File: src/design/serial_frame_receiver_crc16_macros.svh
// assertion macros shared by the deframer rtl
`ifndef SERIAL_FRAME_RECEIVER_CRC16_MACROS_SVH
`define SERIAL_FRAME_RECEIVER_CRC16_MACROS_SVH

// antecedent holds, consequent holds in the same cycle
`define SFRC_ASSERT_SAME(label, clk, rst_n, ante, cons, msg) \
    label: assert property (@(posedge clk) disable iff (!rst_n) (ante) |-> (cons)) \
        else $error(msg);

// antecedent holds, consequent holds in the cycle after
`define SFRC_ASSERT_NEXT(label, clk, rst_n, ante, cons, msg) \
    label: assert property (@(posedge clk) disable iff (!rst_n) (ante) |=> (cons)) \
        else $error(msg);

`endif

File: src/design/sfrc_pkg.sv
// types, constants and the crc step of the frame receiver
`timescale 1ns / 1ps
`default_nettype none

package sfrc_pkg;

    localparam int unsigned MAX_FRAME_BYTES_DEF = 64;
    localparam int unsigned FRAME_OVERHEAD      = 7;
    localparam logic [7:0]  START_BYTE          = 8'h3A;
    localparam logic [15:0] CRC_INIT            = 16'hFFFF;
    localparam logic [15:0] CRC_POLY            = 16'h1021;

    typedef enum logic [1:0] {
        PH_HUNT,
        PH_LENGTH,
        PH_BODY,
        PH_REPLAY
    } phase_t;

    typedef enum logic [1:0] {
        ST_GOOD,
        ST_LEN_ERR,
        ST_CRC_ERR,
        ST_STRAY
    } status_t;

    // crc-16/ccitt-false, one byte, msb first
    function automatic logic [15:0] crc16_update(input logic [15:0] crc, input logic [7:0] b);
        logic [15:0] c;
        c = crc ^ {b, 8'h00};
        for (int i = 0; i < 8; i++)
        begin
            if (c[15])
            begin
                c = {c[14:0], 1'b0} ^ CRC_POLY;
            end
            else
            begin
                c = {c[14:0], 1'b0};
            end
        end
        return c;
    endfunction

endpackage

`default_nettype wire

File: src/design/serial_frame_receiver_crc16.sv
// byte stream deframer with crc-16 check and payload replay from a buffer
//
// rx channel: one received byte per beat (rx_valid, rx_stall, rx_byte).
// result channel: status, frame_type, payload_byte, has_byte, last per beat
// (res_valid, res_stall).
// frame: start byte 0x3A, length (le16, whole frame), type (le16), payload,
// crc (be16). crc-16/ccitt-false runs over every frame byte incl. the crc.
// one byte is taken per cycle while receiving and rx_stall is low; payload
// bytes go into a single-port-write buffer memory with a registered read.
// a stray byte, rejected length, bad crc or empty good frame gives one
// result, visible the cycle after the byte that caused it.
// a good frame with n payload bytes is replayed from the buffer, one beat
// per cycle unless res_stall holds it; after the last crc byte, the phase
// register enters replay and then the first beat loads the result register;
// rx_stall is held high throughout the replay.
// rx_stall is also high while a result waits and res_stall is high.
// reset (rst_n low, asynchronous) returns to hunting for the start byte
// and empties the result register; the buffer needs no clearing.

`timescale 1ns / 1ps
`default_nettype none

module serial_frame_receiver_crc16 #(
    parameter int unsigned MAX_FRAME_BYTES = sfrc_pkg::MAX_FRAME_BYTES_DEF
) (
    input  wire logic        clk,
    input  wire logic        rst_n,
    input  wire logic        rx_valid,
    output logic             rx_stall,
    input  wire logic [7:0]  rx_byte,
    output logic             res_valid,
    input  wire logic        res_stall,
    output logic [1:0]       status,
    output logic [15:0]      frame_type,
    output logic [7:0]       payload_byte,
    output logic             has_byte,
    output logic             last
);

    import sfrc_pkg::*;

    `include "serial_frame_receiver_crc16_macros.svh"

    localparam int unsigned STORE_DEPTH = (MAX_FRAME_BYTES > FRAME_OVERHEAD + 1) ?
                                          (MAX_FRAME_BYTES - FRAME_OVERHEAD) : 1;
    localparam int unsigned AW = (STORE_DEPTH > 1) ? $clog2(STORE_DEPTH) : 1;
    localparam logic [15:0] MAX_LEN = 16'(MAX_FRAME_BYTES);
    localparam logic [15:0] MIN_LEN = 16'(FRAME_OVERHEAD);

    // control and frame state
    phase_t         phase_reg, phase_next;
    logic [6:0]     cnt_reg, cnt_next;
    logic [15:0]    len_reg, len_next;
    logic [15:0]    crc_reg, crc_next;
    logic [15:0]    type_reg, type_next;
    logic [AW-1:0]  idx_reg, idx_next;
    logic [AW-1:0]  last_idx_reg, last_idx_next;

    // result register
    logic           out_valid_reg, out_valid_next;
    status_t        out_status_reg, out_status_next;
    logic [15:0]    out_type_reg, out_type_next;
    logic           out_has_reg, out_has_next;
    logic           out_last_reg, out_last_next;

    // payload buffer
    logic [7:0]     store_mem [STORE_DEPTH];
    logic [7:0]     rd_data_reg;
    logic           wr_en;
    logic [AW-1:0]  wr_addr;
    logic           rd_en;

    logic           out_free;
    logic           rx_take;
    logic [15:0]    crc_step;
    logic [15:0]    len_full;
    logic           len_bad;
    logic [15:0]    pos_ext;
    logic           body_end;
    logic           body_store;
    logic           frame_empty;
    logic           replay_last;
    logic [6:0]     pos_off;

    assign out_free    = !out_valid_reg || !res_stall;
    assign rx_stall    = (phase_reg == PH_REPLAY) || !out_free;
    assign rx_take     = rx_valid && !rx_stall;
    assign crc_step    = crc16_update((phase_reg == PH_HUNT) ? CRC_INIT : crc_reg, rx_byte);
    assign len_full    = {rx_byte, len_reg[7:0]};
    assign len_bad     = (len_full < MIN_LEN) || (len_full > MAX_LEN);
    assign pos_ext     = {9'b0, cnt_reg};
    assign body_end    = (pos_ext + 16'd1) >= len_reg;
    assign body_store  = (cnt_reg != 7'd3) && (cnt_reg != 7'd4) && ((pos_ext + 16'd2) < len_reg);
    assign frame_empty = (len_reg == MIN_LEN);
    assign replay_last = (idx_reg == last_idx_reg);
    assign pos_off     = cnt_reg - 7'd5;

    // next state
    always_comb
    begin
        phase_next = phase_reg;
        unique case (phase_reg)
            PH_HUNT:
            begin
                if (rx_take && (rx_byte == START_BYTE))
                begin
                    phase_next = PH_LENGTH;
                end
            end
            PH_LENGTH:
            begin
                if (rx_take && (cnt_reg != 7'd1))
                begin
                    phase_next = len_bad ? PH_HUNT : PH_BODY;
                end
            end
            PH_BODY:
            begin
                if (rx_take && body_end)
                begin
                    phase_next = ((crc_step == 16'h0000) && !frame_empty) ? PH_REPLAY : PH_HUNT;
                end
            end
            PH_REPLAY:
            begin
                if (out_free && replay_last)
                begin
                    phase_next = PH_HUNT;
                end
            end
            default:
            begin
                phase_next = PH_HUNT;
            end
        endcase
    end

    // datapath, buffer access and result loading
    always_comb
    begin
        cnt_next        = cnt_reg;
        len_next        = len_reg;
        crc_next        = crc_reg;
        type_next       = type_reg;
        idx_next        = idx_reg;
        last_idx_next   = last_idx_reg;
        wr_en           = 1'b0;
        wr_addr         = pos_off[AW-1:0];
        rd_en           = 1'b0;
        out_valid_next  = out_valid_reg && res_stall;
        out_status_next = out_status_reg;
        out_type_next   = out_type_reg;
        out_has_next    = out_has_reg;
        out_last_next   = out_last_reg;

        unique case (phase_reg)
            PH_HUNT:
            begin
                if (rx_take)
                begin
                    if (rx_byte == START_BYTE)
                    begin
                        crc_next = crc_step;
                        cnt_next = 7'd1;
                    end
                    else
                    begin
                        out_valid_next  = 1'b1;
                        out_status_next = ST_STRAY;
                        out_type_next   = 16'h0000;
                        out_has_next    = 1'b0;
                        out_last_next   = 1'b1;
                    end
                end
            end
            PH_LENGTH:
            begin
                if (rx_take)
                begin
                    crc_next = crc_step;
                    if (cnt_reg == 7'd1)
                    begin
                        len_next = {8'h00, rx_byte};
                        cnt_next = 7'd2;
                    end
                    else if (len_bad)
                    begin
                        cnt_next        = 7'd0;
                        len_next        = 16'h0000;
                        crc_next        = CRC_INIT;
                        type_next       = 16'h0000;
                        out_valid_next  = 1'b1;
                        out_status_next = ST_LEN_ERR;
                        out_type_next   = 16'h0000;
                        out_has_next    = 1'b0;
                        out_last_next   = 1'b1;
                    end
                    else
                    begin
                        len_next = len_full;
                        cnt_next = 7'd3;
                    end
                end
            end
            PH_BODY:
            begin
                if (rx_take)
                begin
                    crc_next = crc_step;
                    if (cnt_reg == 7'd3)
                    begin
                        type_next = {8'h00, rx_byte};
                    end
                    else if (cnt_reg == 7'd4)
                    begin
                        type_next = {rx_byte, type_reg[7:0]};
                    end
                    else if (body_store)
                    begin
                        wr_en = 1'b1;
                    end

                    if (body_end)
                    begin
                        cnt_next      = 7'd0;
                        crc_next      = CRC_INIT;
                        idx_next      = '0;
                        last_idx_next = AW'(len_reg - MIN_LEN - 16'd1);
                        if (crc_step != 16'h0000)
                        begin
                            len_next        = 16'h0000;
                            type_next       = 16'h0000;
                            out_valid_next  = 1'b1;
                            out_status_next = ST_CRC_ERR;
                            out_type_next   = 16'h0000;
                            out_has_next    = 1'b0;
                            out_last_next   = 1'b1;
                        end
                        else if (frame_empty)
                        begin
                            len_next        = 16'h0000;
                            type_next       = 16'h0000;
                            out_valid_next  = 1'b1;
                            out_status_next = ST_GOOD;
                            out_type_next   = type_reg;
                            out_has_next    = 1'b0;
                            out_last_next   = 1'b1;
                        end
                    end
                    else
                    begin
                        cnt_next = cnt_reg + 7'd1;
                    end
                end
            end
            PH_REPLAY:
            begin
                // the read data lands in rd_data_reg with the result beat
                if (out_free)
                begin
                    rd_en           = 1'b1;
                    idx_next        = idx_reg + AW'(1);
                    out_valid_next  = 1'b1;
                    out_status_next = ST_GOOD;
                    out_type_next   = type_reg;
                    out_has_next    = 1'b1;
                    out_last_next   = replay_last;
                    if (replay_last)
                    begin
                        len_next  = 16'h0000;
                        type_next = 16'h0000;
                    end
                end
            end
            default:
            begin
                cnt_next = 7'd0;
            end
        endcase
    end

    always_ff @(posedge clk or negedge rst_n)
    begin
        if (!rst_n)
        begin
            phase_reg      <= PH_HUNT;
            cnt_reg        <= 7'd0;
            len_reg        <= 16'h0000;
            crc_reg        <= CRC_INIT;
            type_reg       <= 16'h0000;
            idx_reg        <= '0;
            last_idx_reg   <= '0;
            out_valid_reg  <= 1'b0;
            out_status_reg <= ST_GOOD;
            out_type_reg   <= 16'h0000;
            out_has_reg    <= 1'b0;
            out_last_reg   <= 1'b0;
        end
        else
        begin
            phase_reg      <= phase_next;
            cnt_reg        <= cnt_next;
            len_reg        <= len_next;
            crc_reg        <= crc_next;
            type_reg       <= type_next;
            idx_reg        <= idx_next;
            last_idx_reg   <= last_idx_next;
            out_valid_reg  <= out_valid_next;
            out_status_reg <= out_status_next;
            out_type_reg   <= out_type_next;
            out_has_reg    <= out_has_next;
            out_last_reg   <= out_last_next;
        end
    end

    // payload buffer, registered read
    always_ff @(posedge clk)
    begin
        if (wr_en)
        begin
            store_mem[wr_addr] <= rx_byte;
        end
        if (rd_en)
        begin
            rd_data_reg <= store_mem[idx_reg];
        end
    end

    assign res_valid    = out_valid_reg;
    assign status       = out_status_reg;
    assign frame_type   = out_type_reg;
    assign payload_byte = out_has_reg ? rd_data_reg : 8'h00;
    assign has_byte     = out_has_reg;
    assign last         = out_last_reg;

    `SFRC_ASSERT_SAME(a_status_single, clk, rst_n, res_valid && (status != ST_GOOD), last && !has_byte && (frame_type == 16'h0000), "error result must be a single beat")
    `SFRC_ASSERT_SAME(a_empty_is_last, clk, rst_n, res_valid && (status == ST_GOOD) && !has_byte, last, "empty good frame must be last")
    `SFRC_ASSERT_SAME(a_no_write_in_replay, clk, rst_n, phase_reg == PH_REPLAY, !wr_en && rx_stall, "buffer written during replay")
    `SFRC_ASSERT_NEXT(a_replay_ends, clk, rst_n, (phase_reg == PH_REPLAY) && rd_en && replay_last, (phase_reg == PH_HUNT) && res_valid && last, "replay did not finish on last beat")

endmodule

`default_nettype wire
File: config.mk
export PLATFORM = sky130hd
export DESIGN_NAME = serial_frame_receiver_crc16
export DESIGN_NICKNAME = d
export VERILOG_FILES = /design/src/design/sfrc_pkg.sv /design/src/design/serial_frame_receiver_crc16.sv
export VERILOG_INCLUDE_DIRS = /design/src /design/src/design
export SDC_FILE = /design/constraint.sdc
export NUM_CORES = 1
export LEC_CHECK = 0
export BUFFER_PORTS_ARGS = -buffer_cell sky130_fd_sc_hd__buf_4
export CAP_MARGIN = 15
export CORE_ASPECT_RATIO = 0.75
export CORE_MARGIN = 2
export CORE_UTILIZATION = 45
export DETAILED_ROUTE_END_ITERATION = 7
export PLACE_DENSITY = 0.71
export SLEW_MARGIN = 20
export SYNTH_ARGS = -nofsm -noshare
export SYNTH_HDL_FRONTEND = slang
export SYNTH_SLANG_ARGS = --single-unit
File: constraint.sdc
create_clock -name clk -period 3.6 [get_ports clk]
set_input_delay 1.08 -clock clk [delete_from_list [all_inputs] [get_ports clk]]
set_output_delay 1.08 -clock clk [all_outputs]
set_load 0.05 [all_outputs]
# Word-level counts from Yosys, hierarchy flattened

Memories as Yosys holds them, arrays and structs flattened. A register that Yosys moved wholly into a read port is not among the register bits.
Index checks and enable logic that the tools add are counted.
Widths: inputs -> output; s select.

Add/subtract/negate cells: 7
$lt $le $gt $ge: 4
Equality and inequality tests: 28
Mux-type cells: 118
Bitwise logic cells: 9
Reductions and logical operators: 31

Operators with widths:

| cell                | number |
|---|---|
| $mux 16             | 33 |
| $pmux 16 s3         | 3 |
| $mux 13             | 8 |
| $pmux 16 s4         | 1 |
| $mux 1              | 39 |
| $mux 2              | 18 |
| $mux 7              | 5 |
| $not 3->3           | 8 |
| $ne 2x2->1 const B  | 11 |
| $pmux 7 s3          | 1 |
| $mux 6              | 3 |
| $eq 16x3->1 const B | 1 |
| $ge 8x16->1         | 1 |
| $gt 16x7->1 const B | 1 |
| $logic_not 16->1    | 1 |
| $lt 16x3->1 const B | 1 |
| $lt 8x16->1         | 1 |
| $pmux 2 s4          | 2 |
| $reduce_bool 16->1  | 1 |
| $xor 16x16->16      | 1 |
| $reduce_and 7->1    | 2 |
| $pmux 1 s4          | 3 |
| $pmux 6 s2          | 1 |
| $sub 6x3->6 const B | 2 |
| 29 further kinds    | 49 |

Flip-flop bits (word level): 90
Memory bits (writable): 456
Output and inout port bits: 30
Word-level logic and storage cells: 211
Memories: 1

Memory list:

| memory    | words | bits a word | read ports | clocked after Yosys merged registers in | wr ports | line                              | source |
|---|---|---|---|---|---|---|---|
| store_mem | 57    | 8           | 1          | 1                                       | 1        | serial_frame_receiver_crc16.sv:67 | `logic [7:0] store_mem [STORE_DEPTH];` |

# Depth between registers and ports, before layout

Gate-level depths: netlist of the first run.

Word-level depth: 24
Mapped depth: 14
Depth with buffers taken out: 12

# Worst setup path before layout of the first run

Ideal clock, no wire load.

Path kind: register to register
Start: register cnt_reg[1]
End: memory store_mem[16][0], enable pin
Setup time: 395 ps
Arrival: 3,059 ps
Setup slack: 146 ps
Stages on the path, launching flop included: 14
Clock period less this slack: 3,454 ps
Cells stage by stage: dfrtp_1 -> inv_1 -> ha_1 -> inv_1 -> ha_1 -> o21a_1 -> o21a_1 -> o21a_1 -> o21a_1 -> o21a_1 -> o21ai_0 -> a21oi_1 -> clkbuf_1 -> nor4_1

Longest elaborated chain between the ends: 10
Elaborated cells between the ends (all ways): 16

RTL lines:

| element                                                 | line                               | source |
|---|---|---|
| start: declaration                                      | serial_frame_receiver_crc16.sv:52  | `logic [6:0] cnt_reg, cnt_next;` |
| start signal: assignment                                | serial_frame_receiver_crc16.sv:302 | `cnt_reg <= cnt_next;` |
| $add 7x2->8 (tied with other cells)                     | serial_frame_receiver_crc16.sv:93  | `assign body_store = (cnt_reg != 7'd3) && (cnt_reg != 7'd4) && ((pos_ext + 16'd2) < len_reg);` |
| $lt 8x16->1 / $logic_and 1x1->1 (equally long branches) | serial_frame_receiver_crc16.sv:93  |  |
| $logic_and 1x1->1                                       | serial_frame_receiver_crc16.sv:93  |  |
| $mux 1                                                  | serial_frame_receiver_crc16.sv:218 | `else if (body_store)` |
| $mux 1                                                  | serial_frame_receiver_crc16.sv:214 | `else if (cnt_reg == 7'd4)` |
| $mux 1                                                  | serial_frame_receiver_crc16.sv:210 | `if (cnt_reg == 7'd3)` |
| $mux 1                                                  | serial_frame_receiver_crc16.sv:207 | `if (rx_take)` |
| $mux 1                                                  | serial_frame_receiver_crc16.sv:156 | `unique case (phase_reg)` |
| $mux 1                                                  | serial_frame_receiver_crc16.sv:319 | `if (wr_en)` |
| $mux 1 (not written as such)                            | serial_frame_receiver_crc16.sv:321 | `store_mem[wr_addr] <= rx_byte;` |
| end: declaration                                        | serial_frame_receiver_crc16.sv:67  |  |

Parallel ways exist; a longest one is shown, timed or not.

# Worst setup path in the final report of the first run

Start: register cnt_reg[1]
End: memory store_mem[7][5], enable pin

The elaborated chain is that of the path after synthesis.

==> results of run 1 <==
## Yosys cell counts, types with 8 or more instances
library cell | n | area [sq um]
o21ai_0 | 44 | 220
dfstp_2 | 16 | 420
inv_1 | 22 | 82.6
nor4_1 | 13 | 81.3
nand2_1 | 122 | 458
clkbuf_1 | 41 | 154
ha_1 | 27 | 338
a21oi_1 | 31 | 155
mux2i_1 | 11 | 110
xor2_1 | 22 | 193
nand3_1 | 17 | 85.1
buf_2 | 18 | 90.1
xnor2_1 | 32 | 280
buf_1 | 8 | 30.0
dfrtp_1 | 74 | 1850
nor3_1 | 10 | 50.1
a22o_1 | 42 | 368
mux4_2 | 144 | 3240
nor2b_1 | 12 | 75.1
edfxtp_1 | 464 | 13900
nor2_1 | 90 | 338
and2_1 | 12 | 75.1
## kinds of logic after synthesis
family | after synthesis | share of synthesized area [%]
compound gates | 157 | 4.59
xor+xnor | 59 | 2.48
fa+ha+maj | 27 | 1.44
buf+inv | 100 | 1.92
flops | 554 | 68.9
mux | 159 | 14.4
simple gates | 313 | 6.28
## layout make-up
type,count,area [sq um],share of cell area (%)
sequential,554,16200,60.0
multi-input combinational,715,6940,25.7
clock buffer,64,1420,5.25
timing repair buffer,143,1160,4.30
tap,703,880,3.26
clock inverter,34,302,1.12
inverter,23,86.3,0.320
## layer usage
metal	part of all wire (%)	up-vias	GRT usage [%]	wire, um
met1	43	6742	31.1	23800
li1	-	5593	-	-
met2	46	579	31.0	25300
met5	0	-	0	0
met3	9.2	64	5.68	5070
met4	1.5	0	3.97	846
## worst reg2reg max path: cells and delay by family, from the launching register on
family | cells | cell delay (ps)
compound gates | 7 | 1260
fa+ha+maj | 2 | 550
simple gates | 1 | 530
flops | 1 | 400
buf+inv | 3 | 400
## power by group through the flow
| stage | Sequential [mW] | Combinational, mW | Clock [mW] |
|---|---|---|---|
| 2_1_floorplan | 7.53 | 2.53 | 0 |
| 3_3_place_gp | 7.57 | 3.45 | 0 |
| 3_5_place_dp | 7.59 | 3.52 | 0 |
| 4_1_cts | 7.45 | 3.54 | 5.59 |
| 5_1_grt | 7.48 | 3.91 | 5.85 |
| 6_report | 7.45 | 3.58 | 5.50 |
## worst max path at each step
stage | endpoint | slack [ps]
after floorplan | store_mem[16][0] | 150
after global placement | store_mem[1][2] | 130
after detailed placement | store_mem[3][4] | 40
after CTS | type_reg[11] | 40
after global routing | store_mem[9][1] | -160
final | store_mem[7][5] | 70
## per-stage QoR
stage | TNS [ps] | power [mW] | hold slack (ps) | std cells
floorplan | 0 | 10.1 | 457 | 1369
global placement | 0 | 11.0 | 471 | 2138
detailed placement | 0 | 11.1 | 476 | 2138
CTS | 0 | 16.6 | 489 | 2236
global route | -9850 | 17.2 | 508 | 2236
finish | 0 | 16.5 | 488 | 2236
## timing repair
action / CTS / global route
resized for setup: 1 / 5
hold buffers: 0 / 0
endpoints found under the setup margin: 8 / 149
==> results.py, run 1 <==
metrics = {
    "critical_path": {
        "slowest_stage": "nor2_1",
        "cpMostUsedCell": "o21a_1",
        "crit_chain": "inv_1, ha_1, inv_1, ha_1, o21a_1, o21a_1, o21a_1, o21a_1, o21a_1, o21ai_0, a21oi_4, buf_12, nor2_1",
        "crit_cells": 13,
        "critical_path.endpoint_type": "flop",
        "worstReg2RegStart": "cnt_reg[1]",
        "arrival_ps": 3760,
        "reg2reg_to": "store_mem[7][5]",
        "startpoint_type": "flop",
        "r2r.worst_path.cells": 13,
        "cpPeakStageDelay_ps": 530,
        "cp_top_family": "compound AO/OA/AOI/OAI gates",
        "critPathMaxFanout": 21,
        "path_class": "reg -> reg",
        "cp.buffers_inverters": 3,
        "rrSetupSlack_ps": 70,
        "required_ps": 3840,
        "crit_start": "cnt_reg[1]",
    },
    "final_layout": {
        "final_common_cell": "edfxtp_1",
        "largest_reg_flops": 456,
        "drive_gt1_share_pct": 27.8,
        "area_growth_pct": 14.7,
        "final_cell_mix": "edfxtp_1 (464), mux4_2 (144), buf_4 (136)",
        "top_register": "store_mem",
        "fill_cells": 4069,
        "post-route-util_pct": 52.3,
        "antennaDiodeCount": 0,
        "layout.nets": 1529,
        "final_cell_area_sq_mm": 0.0270,
    },
    "clock_network": {
        "htreeDepth": 2,
        "cts_tree": "done",
        "clk_path_buf_depth": 3,
        "clk_latency_ps": 610,
        "cts.clk_slew.worst_paths_ps": 70,
        "cts_setup_buffers": 0,
        "cts_made_buffers": 53,
        "root_buffer": "clkbuf_16",
        "cts.sinks": 554,
    },
    "drt": {
        "vias": 13000,
        "dr.first_iter.drc_count": 1700,
        "drc": 0,
        "avgViaCountPerCell": 5.80,
        "routed_wl_um": 55000,
        "firstDrtPassIters": 5,
        "post_drt_wl_per_cell_um": 24.6,
        "ant_nets": 0,
    },
    "timing": {
        "hold_viol": 0,
        "rsz0062_at_grt": "yes",
        "max_clock_freq_mhz": 284,
        "final-setup-viol-count": 0,
        "fin_crit_sh_pct": 97.9,
        "clock_skew_ps": 18.7,
        "relSlewSlack_pct": 46.4,
        "setup_ws_ps": 74.9,
        "worst_slew_pin_slew_ps": 804,
        "period_needed_ps": 3530,
        "finalMaxSlewViolations": 0,
    },
    "synth": {
        "synthArstFlopShare_pct": 16.2,
        "avgSynthCellArea_sq_um": 17.2,
        "ys_types": 72,
        "synth_nets": 1408,
        "synth-edff-count": 464,
        "synth_cells": 1369,
        "ys_ff_latch": 554,
        "ys_seq_area_share_pct": 68.9,
        "synth_flop_cell": "edfxtp_1",
        "synth_warnings": 0,
        "synth_area_sq_mm": 0.0235,
    },
    "hold_path": {
        "hold_class": "in -> async",
    },
    "placed_design": {
        "placed_area_sq_mm": 0.0253,
        "gp_congestion": 0.878,
        "port_buffers": 41,
        "pre_cts_ws_ps": 39.9,
        "hpwlAfterDp_um": 35900,
    },
    "floorplanning": {
        "dieArea_sq_mm": 0.0542,
        "rows": 72,
        "io_pins": 42,
        "start_util_pct": 45.6,
        "fp.dieW_um": 268,
        "die_h_um": 202,
        "core_area_sq_mm": 0.0516,
    },
    "pwr": {
        "p_clk_share_pct": 33.3,
        "p_int_mw": 11.7,
        "p_switching_mw": 4.80,
        "power_leakage_nw": 9.27,
        "pwr-share-comb_pct": 21.6,
        "seqPwrFrac_pct": 45.1,
        "switching_share_pct": 29.0,
        "powerDensity_mw_per_mm2": 612,
        "vdd_drop_max_v": 0.000333,
    },
    "grt": {
        "grt_pass1_wl_um": 83200,
        "grt-ovfl-total": 0,
        "antenna_found_initial": 0,
        "grt_max_degree": 62,
        "gr-usage-all-layers_pct": 20.8,
        "grt_pass1_vias": 12900,
    },
    "run_status": {
        "status": "finished, final reports clean",
    },
    "job": {
        "maxCapViolations": 0,
    },
}
Power figures use the tool's default switching activity.
==> run 2: changes to the inputs <==
--- a/config.mk
+++ b/config.mk
@@ -8,12 +8,15 @@
 export LEC_CHECK = 0
 export BUFFER_PORTS_ARGS = -buffer_cell sky130_fd_sc_hd__buf_4
 export CAP_MARGIN = 15
+export CELL_PAD_IN_SITES_DETAIL_PLACEMENT = 1
+export CELL_PAD_IN_SITES_GLOBAL_PLACEMENT = 1
 export CORE_ASPECT_RATIO = 0.75
 export CORE_MARGIN = 2
 export CORE_UTILIZATION = 45
 export DETAILED_ROUTE_END_ITERATION = 7
-export PLACE_DENSITY = 0.71
-export SLEW_MARGIN = 20
+export MAX_ROUTING_LAYER = met4
+export PLACE_DENSITY = 0.78
+export SLEW_MARGIN = 10
 export SYNTH_ARGS = -nofsm -noshare
 export SYNTH_HDL_FRONTEND = slang
 export SYNTH_SLANG_ARGS = --single-unit
==> run 2 against run 1 <==
  * Fmax decreased by 0.44%
  * Die area unchanged
  * Design area increased by 0.62%
  * Hold slack got worse by 69 ps
  * Via count increased by 1.8%
  * Core utilization increased by 0.32 points
  * Final cell count decreased by 0.63%
  * Clock skew increased by 12 ps
  * Combinational power increased by 4%
==> results.py, run 2 (synthesis gave the netlist of run 1 again) <==
metrics = {
    "placed_design": {
        "pre_cts_ws_ps": -73.6,
        "hpwlAfterDp_um": 40700,
        "port_buffers": 41,
        "placed_area_sq_mm": 0.0251,
        "gp_congestion": 0.848,
    },
    "final_layout": {
        "final_common_cell": "edfxtp_1",
        "final_cell_area_sq_mm": 0.0272,
        "area_growth_pct": 15.5,
        "drive_gt1_share_pct": 27.5,
        "seq_area_sq_mm": 0.0162,
        "largest_reg_flops": 456,
        "layout.nets": 1512,
        "multi_input_area_sq_mm": 0.00697,
        "top_register": "store_mem",
        "fill_cells": 4777,
        "final_cell_mix": "edfxtp_1 (464), mux4_2 (144), nand2_1 (122)",
    },
    "timing": {
        "finalMaxSlewViolations": 0,
        "hold_viol": 0,
        "max_clock_freq_mhz": 282,
        "clock_skew_ps": 30.7,
        "period_needed_ps": 3540,
        "fin_crit_sh_pct": 98.4,
        "setup_ws_ps": 59.4,
        "final-setup-viol-count": 0,
        "hold_slack_ps": 419,
        "rsz0062_at_grt": "yes",
        "relSlewSlack_pct": 37.4,
        "worst_slew_pin_slew_ps": 933,
    },
    "hold_path": {
        "hold_class": "in -> async",
    },
    "floorplanning": {
        "core_area_sq_mm": 0.0516,
        "dieArea_sq_mm": 0.0542,
        "start_util_pct": 45.6,
        "io_pins": 42,
        "fp.dieW_um": 268,
        "die_h_um": 202,
        "rows": 72,
    },
    "clock_network": {
        "ctsHoldBuffers": 0,
        "htreeDepth": 2,
        "cts_tree": "done",
        "root_buffer": "clkbuf_16",
        "clk_path_buf_depth": 3,
        "cts_made_buffers": 53,
        "cts_setup_buffers": 0,
        "cts.sinks": 554,
        "clk_latency_ps": 640,
        "cts.clk_slew.worst_paths_ps": 70,
    },
    "pwr": {
        "switching_share_pct": 29.1,
        "vdd_drop_max_v": 0.000452,
        "p_int_mw": 12.4,
        "pwr-share-comb_pct": 21.4,
        "p_switching_mw": 5.09,
        "seqPwrFrac_pct": 42.6,
        "power_leakage_nw": 9.24,
        "p_clk_share_pct": 36.0,
        "powerDensity_mw_per_mm2": 643,
    },
    "drt": {
        "ant_nets": 0,
        "post_drt_wl_per_cell_um": 28.7,
        "avgViaCountPerCell": 5.95,
        "routed_wl_um": 63700,
        "vias": 13200,
        "dr.first_iter.drc_count": 1545,
        "drc": 0,
        "firstDrtPassIters": 7,
    },
    "critical_path": {
        "arrival_ps": 3780,
        "path_class": "reg -> reg",
        "required_ps": 3840,
        "critical_path.endpoint_type": "flop",
        "critPathMaxFanout": 22,
        "startpoint_type": "flop",
    },
    "job": {
        "maxCapViolations": 0,
    },
    "grt": {
        "grt-ovfl-total": 0,
        "grt_max_degree": 65,
        "grt_pass1_vias": 13800,
        "gr-usage-all-layers_pct": 25.0,
        "antenna_found_initial": 1,
        "grt_pass1_wl_um": 95300,
    },
    "run_status": {
        "status": "finished, final reports clean",
    },
}
==> run 2: cell count changes in the layout (fill, tap and decap cells not counted), sizes merged <==
cell,change
buf,-17
bufinv,+10
clkbuf,-1
clkinv,-14
clkinvlp,+8
diode,+1
inv,-1
==> run 2: power by group through the flow <==
| stage | clock network, mW | logic (mW) | registers (mW) |
|---|---|---|---|
| after detailed placement | 0 | 3.62 | 7.58 |
| after global placement | 0 | 3.51 | 7.57 |
| final | 6.29 | 3.73 | 7.45 |
| after global routing | 6.60 | 4.08 | 7.49 |
| after CTS | 6.38 | 3.68 | 7.45 |
| after floorplan | 0 | 2.53 | 7.53 |
==> run 2: worst max-delay path: stages, from the launching register on <==
cell and delay [ps]:
dfrtp_1 410, inv_1 130, ha_1 300, inv_1 40, ha_1 260, o21a_1 110
o21a_1 170, o21a_1 160, o21a_1 160, o21a_1 170, o21ai_1 250, a21oi_4 200
buf_12 210, nor2_1 560
==> run 2: final timing paths <==
| path | slack [ps] | endpoint | cells after the start | from |
|---|---|---|---|---|
| max in group asynchronous | 2420 | crc_reg[4] | 2 | rst_n |
| setup reg to reg | 60 | store_mem[45][6] | 13 | cnt_reg[1] |
| hold / removal | 420 | type_reg[5] | 1 | rst_n |
| setup / recovery | 60 | store_mem[45][6] | 13 | cnt_reg[1] |
| hold reg to reg | 490 | crc_reg[5] | 2 | crc_reg[5] |
| min in group clk | 490 | crc_reg[5] | 2 | crc_reg[5] |
==> run 2: routing by layer <==
layer	global-route usage, %	up-vias	routed length, um
li1	-	5558	-
met1	35.2	6994	27500
met2	36.8	568	29500
met3	6.01	95	5180
met4	6.70	0	1520
met5	-	-	0
==> run 2: stage by stage <==
step	utilization, %	std cells	power (mW)	TNS, ps
CTS	52.5	2220	17.5	0
detailed placement	48.7	2120	11.2	-969
global placement	48.7	2120	11.1	0
finish	52.6	2222	17.5	0
floorplan	-	1369	10.1	0
global route	52.6	2222	18.2	-8620
==> run 2: layout make-up <==
type	count	share of cell area, %
multi-input combinational	715	25.7
clock inverter	37	2.22
antenna	1	0.00921
tap	703	3.24
clock buffer	63	5.02
timing repair buffer	126	3.85
inverter	23	0.318
sequential	554	59.7
==> run 2: what timing repair did <==
item / CTS / global route
setup endpoints to repair: 204 / 224
gates cloned: 0 / 0
resized for setup: 4 / 11
==> run 3: changes to the inputs <==
--- a/config.mk
+++ b/config.mk
@@ -15,7 +15,7 @@
 export CORE_UTILIZATION = 45
 export DETAILED_ROUTE_END_ITERATION = 7
 export MAX_ROUTING_LAYER = met4
-export PLACE_DENSITY = 0.78
+export PLACE_DENSITY = 0.76
 export SLEW_MARGIN = 10
 export SYNTH_ARGS = -nofsm -noshare
 export SYNTH_HDL_FRONTEND = slang
==> constraint.sdc (replaced) <==
create_clock -name clk -period 3.75 [get_ports clk]
set_input_delay 1.125 -clock clk [delete_from_list [all_inputs] [get_ports clk]]
set_output_delay 1.125 -clock clk [all_outputs]
set_load 0.05 [all_outputs]
==> run 3 against run 2 <==
  * Die area unchanged
  * Sequential power decreased by 4.0%
  * Hold slack better by 67 ps
==> results.py, run 3 (synthesis gave the netlist of run 1 again) <==
metrics = {
    "run_status": {
        "status": "finished, final reports clean",
    },
    "clock_network": {
        "cts.sinks": 554,
        "cts.clk_slew.worst_paths_ps": 60,
        "htreeDepth": 2,
        "cts_setup_buffers": 0,
        "ctsHoldBuffers": 0,
        "clk_latency_ps": 630,
        "cts_made_buffers": 54,
        "root_buffer": "clkbuf_16",
        "clk_path_buf_depth": 3,
        "cts_tree": "done",
    },
    "grt": {
        "grt_pass1_wl_um": 92700,
        "gr-usage-all-layers_pct": 24.2,
        "grt-ovfl-total": 0,
        "grt_pass1_vias": 13600,
        "grt_max_degree": 61,
        "antenna_found_initial": 0,
    },
    "timing": {
        "rsz0062_at_grt": "yes",
        "max_clock_freq_mhz": 280,
        "clock_skew_ps": 28.3,
        "hold_viol": 0,
        "relSlewSlack_pct": 40.6,
        "period_needed_ps": 3570,
        "worst_slew_pin_slew_ps": 891,
        "final-setup-viol-count": 0,
        "fin_crit_sh_pct": 95.2,
        "fin_tns_setup_ps": 0,
        "finalMaxSlewViolations": 0,
    },
    "drt": {
        "routed_wl_um": 61700,
        "post_drt_wl_per_cell_um": 27.8,
        "firstDrtPassIters": 5,
        "dr.first_iter.drc_count": 1534,
        "vias": 13200,
        "avgViaCountPerCell": 5.95,
        "drc": 0,
        "ant_nets": 0,
    },
    "final_layout": {
        "top_register": "store_mem",
        "largest_reg_flops": 456,
        "antennaDiodeCount": 0,
        "drive_gt1_share_pct": 26.9,
        "final_cell_area_sq_mm": 0.0269,
        "final_common_cell": "edfxtp_1",
        "final_cell_mix": "edfxtp_1 (464), mux4_2 (144), nand2_1 (122)",
        "area_growth_pct": 14.3,
        "layout.nets": 1512,
    },
    "critical_path": {
        "startpoint_type": "flop",
        "required_ps": 4300,
        "rrSetupSlack_ps": 180,
        "path_class": "reg -> reg",
        "arrival_ps": 4120,
        "critical_path.endpoint_type": "flop",
        "critPathMaxFanout": 8,
    },
    "pwr": {
        "seqPwrFrac_pct": 44.5,
        "pwr-share-comb_pct": 22.0,
        "p_clk_share_pct": 33.6,
        "p_int_mw": 11.3,
        "power_leakage_nw": 9.15,
        "powerDensity_mw_per_mm2": 598,
        "vdd_drop_max_v": 0.000376,
        "p_switching_mw": 4.81,
        "switching_share_pct": 29.9,
    },
    "floorplanning": {
        "fp.dieW_um": 268,
        "rows": 72,
        "start_util_pct": 45.6,
        "io_pins": 42,
        "die_h_um": 202,
        "core_area_sq_mm": 0.0516,
        "dieArea_sq_mm": 0.0542,
    },
    "placed_design": {
        "placed_area_sq_mm": 0.0251,
        "hpwlAfterDp_um": 40000,
        "gp_congestion": 0.838,
        "port_buffers": 41,
    },
    "job": {
        "maxCapViolations": 0,
    },
    "hold_path": {
        "hold_class": "reg -> reg",
    },
}
-- run 3: power by group through the flow --
stage / combinational, mW / clock, mW / sequential, mW
after floorplan: 2.43 / 0 / 7.23
after global placement: 3.34 / 0 / 7.26
after detailed placement: 3.45 / 0 / 7.27
after CTS: 3.49 / 5.47 / 7.15
after global routing: 3.85 / 5.68 / 7.18
final: 3.53 / 5.39 / 7.15
-- run 3: path summary, 6_finish.rpt --
kind                                  from       endpoint  cells past startpoint
min in group asynchronous            rst_n  frame_type[8]                      1
worst max-delay path            cnt_reg[2]    type_reg[8]                     12
worst min register to register  crc_reg[4]     crc_reg[4]                      2
worst min-delay path            crc_reg[4]     crc_reg[4]                      2
worst max register to register  cnt_reg[2]    type_reg[8]                     12
max in group asynchronous            rst_n    crc_reg[11]                      2
-- run 3: cell type report --
type                            instances  area [sq um]
Multi-Input combinational cell        715          6950
Clock buffer                           76          1550
Inverter                               23          86.3
Sequential cell                       554         16200
Clock inverter                         23           209
Timing Repair Buffer                  125          1000
Tap cell                              703           880
Fill cell                            4785         24700
-- run 3: routing by layer --
layer | part of all wire [%] | global-route usage [%] | vias up | wire, um
met1 | 43 | 34.7 | 7009 | 26500
met5 | 0 | - | - | 0
met3 | 8.3 | 5.23 | 76 | 5130
met4 | 1.7 | 5.35 | 0 | 1060
met2 | 47 | 35.8 | 575 | 29000
li1 | - | - | 5552 | -
-- run 3: worst max-delay path, stage by stage, from the launching register on --
cell and delay, ps:
dfrtp_1 370, buf_4 170, ha_1 270, and3_1 240
nand2_1 80, xnor2_1 200, ha_1 300, a2111o_1 460
a41oi_1 450, a21o_2 230, nand3_4 110, nor3_4 400
a22o_1 230
-- run 3: per-stage QoR --
step           hold slack, ps  power, mW  utilization [%]  setup WS, ps  std cells
3_5_place_dp              482       10.7             48.6          23.6       2120
3_3_place_gp              471       10.6             48.6           134       2120
2_1_floorplan             457       9.66                -           296       1369
6_report                  486       16.1             52.1           181       2219
5_1_grt                   508       16.7             52.1         -8.20       2219
4_1_cts                   493       16.1             52.0          19.0       2219
-- run 3: repair_timing --
action                                 CTS  global route
resized for setup                        0            14
setup endpoints to repair                0           216
endpoints found under the hold margin    0             0
